$ cat config.mk
export PLATFORM = sky130hd
export DESIGN_NAME = periodic_task_release_scheduler_core
export DESIGN_NICKNAME = d
export VERILOG_FILES = /design/src/ptrs_pkg.sv /design/src/periodic_task_release_scheduler_core.sv
export SDC_FILE = /design/constraint.sdc
export NUM_CORES = 1
export LEC_CHECK = 0
export ABC_AREA = 1
export BUFFER_PORTS_ARGS = -buffer_cell sky130_fd_sc_hd__buf_2
export CORE_ASPECT_RATIO = 1.5
export CORE_MARGIN = 3
export CORE_UTILIZATION = 56
export CTS_BUF_LIST = sky130_fd_sc_hd__clkbuf_4 sky130_fd_sc_hd__clkbuf_8
export CTS_CLUSTER_DIAMETER = 30
export CTS_CLUSTER_SIZE = 30
export DETAILED_ROUTE_END_ITERATION = 8
export GPL_TIMING_DRIVEN = 0
export HOLD_SLACK_MARGIN = 0.02
export MAX_ROUTING_LAYER = met4
export PLACE_DENSITY = 0.76
export SETUP_SLACK_MARGIN = 0.02
export SYNTH_ARGS = -nofsm -noshare
export SYNTH_HDL_FRONTEND = slang
export SYNTH_SLANG_ARGS = --single-unit
$ cat constraint.sdc
create_clock -name clk_i -period 2.3 [get_ports clk_i]
set_input_delay 0.46 -clock clk_i [delete_from_list [all_inputs] [get_ports clk_i]]
set_output_delay 0.46 -clock clk_i [all_outputs]
set_load 0.02 [all_outputs]
$ cat src/ptrs_pkg.sv
`default_nettype none

package ptrs_pkg;

  // Default number of task slots in the table
  localparam int NumSlotsDefault = 8;

  // Command codes on command_i
  typedef enum logic [2:0] {
    CmdTick    = 3'd0,
    CmdCreate  = 3'd1,
    CmdSuspend = 3'd2,
    CmdResume  = 3'd3,
    CmdDelete  = 3'd4
  } cmd_e;

endpackage

`default_nettype wire

$ cat src/periodic_task_release_scheduler_core.sv
// Channel    Handshake                    Payload
// ---------  ---------------------------  -------------------------------------------------
// command    start / busy (start & !busy)  command_i, slot_i, period_i, first_delay_i
// result     result_valid_o strobe         fired_o, fired_slot_o, tick_count_o, last_o
//
// Create, suspend, resume and delete take effect in the cycle they are accepted; busy stays low.
// A tick walks the slots in order, each through the single shared 16-bit decrementer, then
// emits the final item from the flush state. busy is high meanwhile.
// Results are one-cycle strobes; the receiver cannot stall, so every item is taken as shown.
// Reset (rst_ni low, asynchronous) clears in-use and running flags, the tick count and control.
// Period and countdown values are used only for slots in use, which create always writes first.
`default_nettype none

module periodic_task_release_scheduler_core
  import ptrs_pkg::*;
#(
  parameter int NUM_SLOTS = NumSlotsDefault
) (
  input  wire logic        clk_i,
  input  wire logic        rst_ni,
  input  wire logic        start,
  output logic             busy,
  input  wire logic [2:0]  command_i,
  input  wire logic [2:0]  slot_i,
  input  wire logic [15:0] period_i,
  input  wire logic [7:0]  first_delay_i,
  output logic             result_valid_o,
  output logic             fired_o,
  output logic [2:0]       fired_slot_o,
  output logic [15:0]      tick_count_o,
  output logic             last_o
);

  localparam int IdxW = (NUM_SLOTS > 1) ? $clog2(NUM_SLOTS) : 1;

  typedef enum logic [1:0] {
    StIdle,
    StWalk,
    StFlush
  } state_e;

  state_e state_q;

  // Per-slot flags live in flops so reset clears them at once
  logic [NUM_SLOTS-1:0] in_use_q, running_q;

  // Period and countdown storage, one entry per slot, registered read
  logic [15:0] period_mem [NUM_SLOTS];
  logic [15:0] cd_mem     [NUM_SLOTS];
  logic [15:0] period_rd_q, cd_rd_q;

  logic [IdxW-1:0] cur_q;       // slot whose entry sits in the read registers
  logic [IdxW-1:0] rd_addr;
  logic [IdxW-1:0] slot_idx;
  logic [15:0]     ticks_q;

  // A firing slot is held back until the next firing or the flush so that the last item can be marked
  logic            pend_valid_q;
  logic [IdxW-1:0] pend_slot_q;

  logic            out_valid_q, out_fired_q, out_last_q;
  logic [2:0]      out_slot_q;

  cmd_e        cmd;
  logic        accept;
  logic        slot_ok;
  logic        cur_last;
  logic        active;
  logic        cd_zero;
  logic [15:0] dec_in, dec_out;
  logic        cd_we, per_we;
  logic [IdxW-1:0] cd_wa;
  logic [15:0] cd_wd;

  assign cmd      = cmd_e'(command_i);
  assign busy     = (state_q != StIdle);
  assign accept   = start && !busy;
  assign slot_ok  = ({4'd0, slot_i} < 7'(NUM_SLOTS));
  assign slot_idx = IdxW'(slot_i);
  assign cur_last = (cur_q == IdxW'(NUM_SLOTS - 1));
  assign active   = in_use_q[cur_q] && running_q[cur_q];
  assign cd_zero  = (cd_rd_q == 16'd0);

  // Shared unit: reload from period minus one on zero, else count down
  assign dec_in  = cd_zero ? period_rd_q : cd_rd_q;
  assign dec_out = dec_in - 16'd1;

  // Prefetch the next slot while the current one is processed
  always_comb begin
    if (state_q == StWalk && !cur_last) begin
      rd_addr = cur_q + IdxW'(1);
    end else begin
      rd_addr = '0;
    end
  end

  // Countdown write port: walk writes back, create loads the first delay
  always_comb begin
    per_we = accept && (cmd == CmdCreate) && slot_ok;
    if (state_q == StWalk) begin
      cd_we = active;
      cd_wa = cur_q;
      cd_wd = dec_out;
    end else begin
      cd_we = per_we;
      cd_wa = slot_idx;
      cd_wd = {8'd0, first_delay_i};
    end
  end

  always_ff @(posedge clk_i) begin
    if (cd_we) begin
      cd_mem[cd_wa] <= cd_wd;
    end
    if (per_we) begin
      period_mem[slot_idx] <= period_i;
    end
    cd_rd_q     <= cd_mem[rd_addr];
    period_rd_q <= period_mem[rd_addr];
  end

  always_ff @(posedge clk_i or negedge rst_ni) begin
    if (!rst_ni) begin
      state_q      <= StIdle;
      cur_q        <= '0;
      ticks_q      <= '0;
      in_use_q     <= '0;
      running_q    <= '0;
      pend_valid_q <= 1'b0;
      out_valid_q  <= 1'b0;
    end else begin
      out_valid_q <= 1'b0;
      unique case (state_q)
        StIdle: begin
          if (accept) begin
            if (cmd == CmdTick) begin
              // Advance the tick count and start the walk at slot zero
              ticks_q      <= ticks_q + 16'd1;
              cur_q        <= '0;
              pend_valid_q <= 1'b0;
              state_q      <= StWalk;
            end else if (slot_ok) begin
              case (cmd)
                CmdCreate: begin
                  in_use_q[slot_idx]  <= 1'b1;
                  running_q[slot_idx] <= 1'b1;
                end
                CmdSuspend: running_q[slot_idx] <= 1'b0;
                CmdResume:  running_q[slot_idx] <= 1'b1;
                CmdDelete: begin
                  in_use_q[slot_idx]  <= 1'b0;
                  running_q[slot_idx] <= 1'b0;
                end
                default: ;  // drop unknown codes
              endcase
            end
          end
        end
        StWalk: begin
          if (active && cd_zero) begin
            // A later firing exists: release the held one as a non-final item
            if (pend_valid_q) begin
              out_valid_q <= 1'b1;
              out_fired_q <= 1'b1;
              out_slot_q  <= 3'(pend_slot_q);
              out_last_q  <= 1'b0;
            end
            pend_valid_q <= 1'b1;
            pend_slot_q  <= cur_q;
          end
          if (cur_last) begin
            state_q <= StFlush;
          end else begin
            cur_q <= cur_q + IdxW'(1);
          end
        end
        StFlush: begin
          // Emit the held firing, or the empty item, as the final one
          out_valid_q <= 1'b1;
          out_fired_q <= pend_valid_q;
          out_slot_q  <= pend_valid_q ? 3'(pend_slot_q) : 3'd0;
          out_last_q  <= 1'b1;
          state_q     <= StIdle;
        end
        default: state_q <= StIdle;
      endcase
    end
  end

  assign result_valid_o = out_valid_q;
  assign fired_o        = out_fired_q;
  assign fired_slot_o   = out_slot_q;
  assign tick_count_o   = ticks_q;
  assign last_o         = out_last_q;

endmodule

`default_nettype wire

==> out/metrics.csv <==
stage;metric;value;unit
placed_design;dpl hpwl;22.3;mm
sta;final count of hold timing violations;0;
yosys;Yosys cell types;38;
yosys;Avg Inst Size Synth;11.7;um^2
min_path;Hold/Removal Path Class;in -> reg;
flow_run;number of max-cap violations;0;
routing;DRT Pass-1 Iters;6;
yosys;top_reg_cell synth;edfxtp_1;
global_route;GRT Resource Usage Total;26.0;%
worst_setup_path;Worst EP arrival;2500;ps
yosys;Synth top area share;57.8;%
routing;final WL;33.8;mm
global_route;vias in the first global route;9475;
sta;Slew Limit Fails;0;
cts;CTS tree;done;
cells_and_area;fin nets;1347;
cts;CTS Buf Count;39;
cts;Worst-path clk slew;90;ps
placed_design;dpl cells;1565;
cts;Root Driver;clkbuf_8;
sta;Setup TNS;0;ps
global_route;largest net degree at the start of global routing;41;
sta;Max Freq;444;MHz
routing;vias per inst;5.77;
cells_and_area;Multi-input gate area;4040;um^2
cells_and_area;Area Overhead vs Synth;18.1;%
cells_and_area;final non-filler cell total;1655;
power_and_ir_drop;Pleak;6.25;nW
routing;vias;9556;
sta;RSZ-0062 raised after global routing;yes;
yosys;post-synthesis cell count;1175;
placed_design;placed inst area;14700;um^2
sta;Final setup viols;0;
yosys;Syn. warnings;0;
routing;detail-routed net length per standard cell;20.4;um
cells_and_area;fillcell total;1730;
yosys;Synth top cells by count;edfxtp_1 (264), nand2_1 (230), nor2_1 (127);
routing;DRC viols;0;
sta;Tmin final;2250;ps
placed_design;Buffers on Ports;55;
floorplan;die area;26500;um^2
worst_setup_path;CP required;2550;ps
sta;Tcrit/Tclk final;97.9;%
cells_and_area;layout cells sized above 1;23.1;%
yosys;Syn Nets;1215;
yosys;Synth Register Bits;335;
yosys;Post-synth EDFFs;264;
cells_and_area;cell area after layout;16200;um^2
yosys;register area share after synthesis;69.6;%
floorplan;row count;69;
sta;skew final;30.9;ps
cells_and_area;sequential cell area;9550;um^2
floorplan;Core ar.;23900;um^2
sta;Worst Tran Pin Value;736;ps
cts;Clock Sinks;335;
yosys;area leader, netlist;edfxtp_1;
floorplan;die width;134;um
power_and_ir_drop;Pwr per Cell Area;1120;nW/um^2
floorplan;DIE HEIGHT;198;um
yosys;count leader, synth;edfxtp_1;
worst_setup_path;Crit. End Element;flip-flop;
cts;Max clock buf depth;3;
global_route;global-route wire length before repair;51.6;mm
floorplan;Ports;56;
yosys;Post-Syn Area;13700;um^2
yosys;largest cells by area after synthesis;edfxtp_1 (58%), dfrtp_1 (7.1%), nand2_1 (6.3%);
cts;later-pin clock latency in the skew report;580;ps
floorplan;Initial Utilization;57.4;%
worst_setup_path;critical path class;reg -> reg;
global_route;total grt overflow;0;
worst_setup_path;Crit Path Max Fanout;14;
worst_setup_path;element type at the critical path start;flip-flop;
routing;DRT antenna net count;0;
power_and_ir_drop;worst vdd ir;591;uV
routing;Detailed Route Iter0 Violations;873;
cts;H-Tree Depth;2;
global_route;number of antenna violations at the first check in global routing;1;
sta;Slew HR;50.9;%
placed_design;RePlAce Congestion;0.946;
yosys;asr flop ratio synth;11.6;%
status;status;finished clean;
## sequential cells by signal, summed over array words and instances, names as in the netlist, named ones only
| signal | count |
|---|---|
| cd_rd_q | 16 |
| cur_q | 3 |
| state_q | 2 |
| last_o | 1 |
| fired_o | 1 |
| result_valid_o | 1 |
| pend_slot_q | 3 |
| period_mem | 128 |
| tick_count_o | 16 |
| period_rd_q | 16 |
| fired_slot_o | 3 |
| pend_valid_q | 1 |
| cd_mem | 128 |
## metal layers
metal,vias up,global-route usage (%),share of wire (%)
met4,0,11.3,4.4
li1,4446,-,-
met2,385,45.7,53
met5,-,-,0
met3,114,3.56,5.5
met1,4611,29.9,37
## where the power goes
group	leakage (nW)	switching, mW	internal (mW)
registers	3.15	0.372	7.42
clock network	0.445	2.26	2.28
logic	2.65	3.93	1.88
total	6.25	6.56	11.6
## repair_timing
| item | in CTS | in global routing |
|---|---|---|
| resized for setup | 71 | 91 |
| setup buffers | 10 | 8 |
| cloned | 1 | 0 |
| endpoints found under the setup margin | 373 | 372 |
| hold buffers | 1 | 0 |
| pin swaps | 11 | 19 |
| endpoints found under the hold margin | 17 | 0 |
## path summary, 6_finish.rpt
| path | from | endpoint | slack, ps | cells after the start |
|---|---|---|---|---|
| max in group asynchronous | rst_ni | cur_q[1] | 1420 | 2 |
| max reg2reg | state_q[0] | period_mem[4][3] | 50 | 8 |
| min reg2reg | tick_count_o[15] | tick_count_o[15] | 480 | 1 |
| min | period_i[12] | period_mem[2][12] | 160 | 1 |
| min in group asynchronous | rst_ni | tick_count_o[8] | 450 | 2 |
| max | state_q[0] | period_mem[4][3] | 50 | 8 |
## final cells by class
cell class,instances,area share (%)
antenna,1,0.0154
buffer,58,2.42
clock buffer,46,3.71
clock inverter,23,1.74
inverter,56,1.33
multi-input combinational,726,24.9
sequential,335,58.9
tap,319,2.46
timing repair buffer,91,4.46
## critical path, stage by stage (launching register included)
cell and delay [ps]:
dfrtp_1 390, inv_1 120, ha_1 180, nand2_1 120, inv_1 170, nand2_4 130
clkbuf_2 290, nor2_2 300, buf_8 220
## layout by cell type, fill, tap and decap left out, drive strengths merged, types with 7 or more instances in the layout
master,n
xor2,9
ha,7
inv,60
clkinv,12
nor2,144
o21ai,62
nand2,238
dfrtp,39
nor3,10
buf,124
a31oi,42
clkbuf,70
o221ai,32
a21boi,35
a21oi,83
nand3,45
dfxtp,32
edfxtp,264
## per-stage QoR
step	hold slack (ps)	power (mW)	utilization, %	setup WS [ps]
floorplan	164	11.2	-	-78.2
global placement	460	12.7	60.2	-1120
detailed placement	457	12.9	61.5	-431
CTS	125	17.7	66.5	20.9
global route	142	19.0	67.8	-38.7
finish	156	18.1	67.8	48.6
## kinds of logic (layout without fill, tap and decap cells)
group	count (synthesis)	in the layout	share of synthesized area [%]
flip-flops	335	335	69.6
AO/OA/AOI/OAI	260	260	11.5
adder cells (fa/ha/maj)	7	7	0.638
XOR/XNOR	15	15	0.957
buffers and inverters	114	274	3.52
other	0	1	0
AND/OR/NAND/NOR	444	444	13.8
No activity file was read; power rests on OpenSTA's default activity.
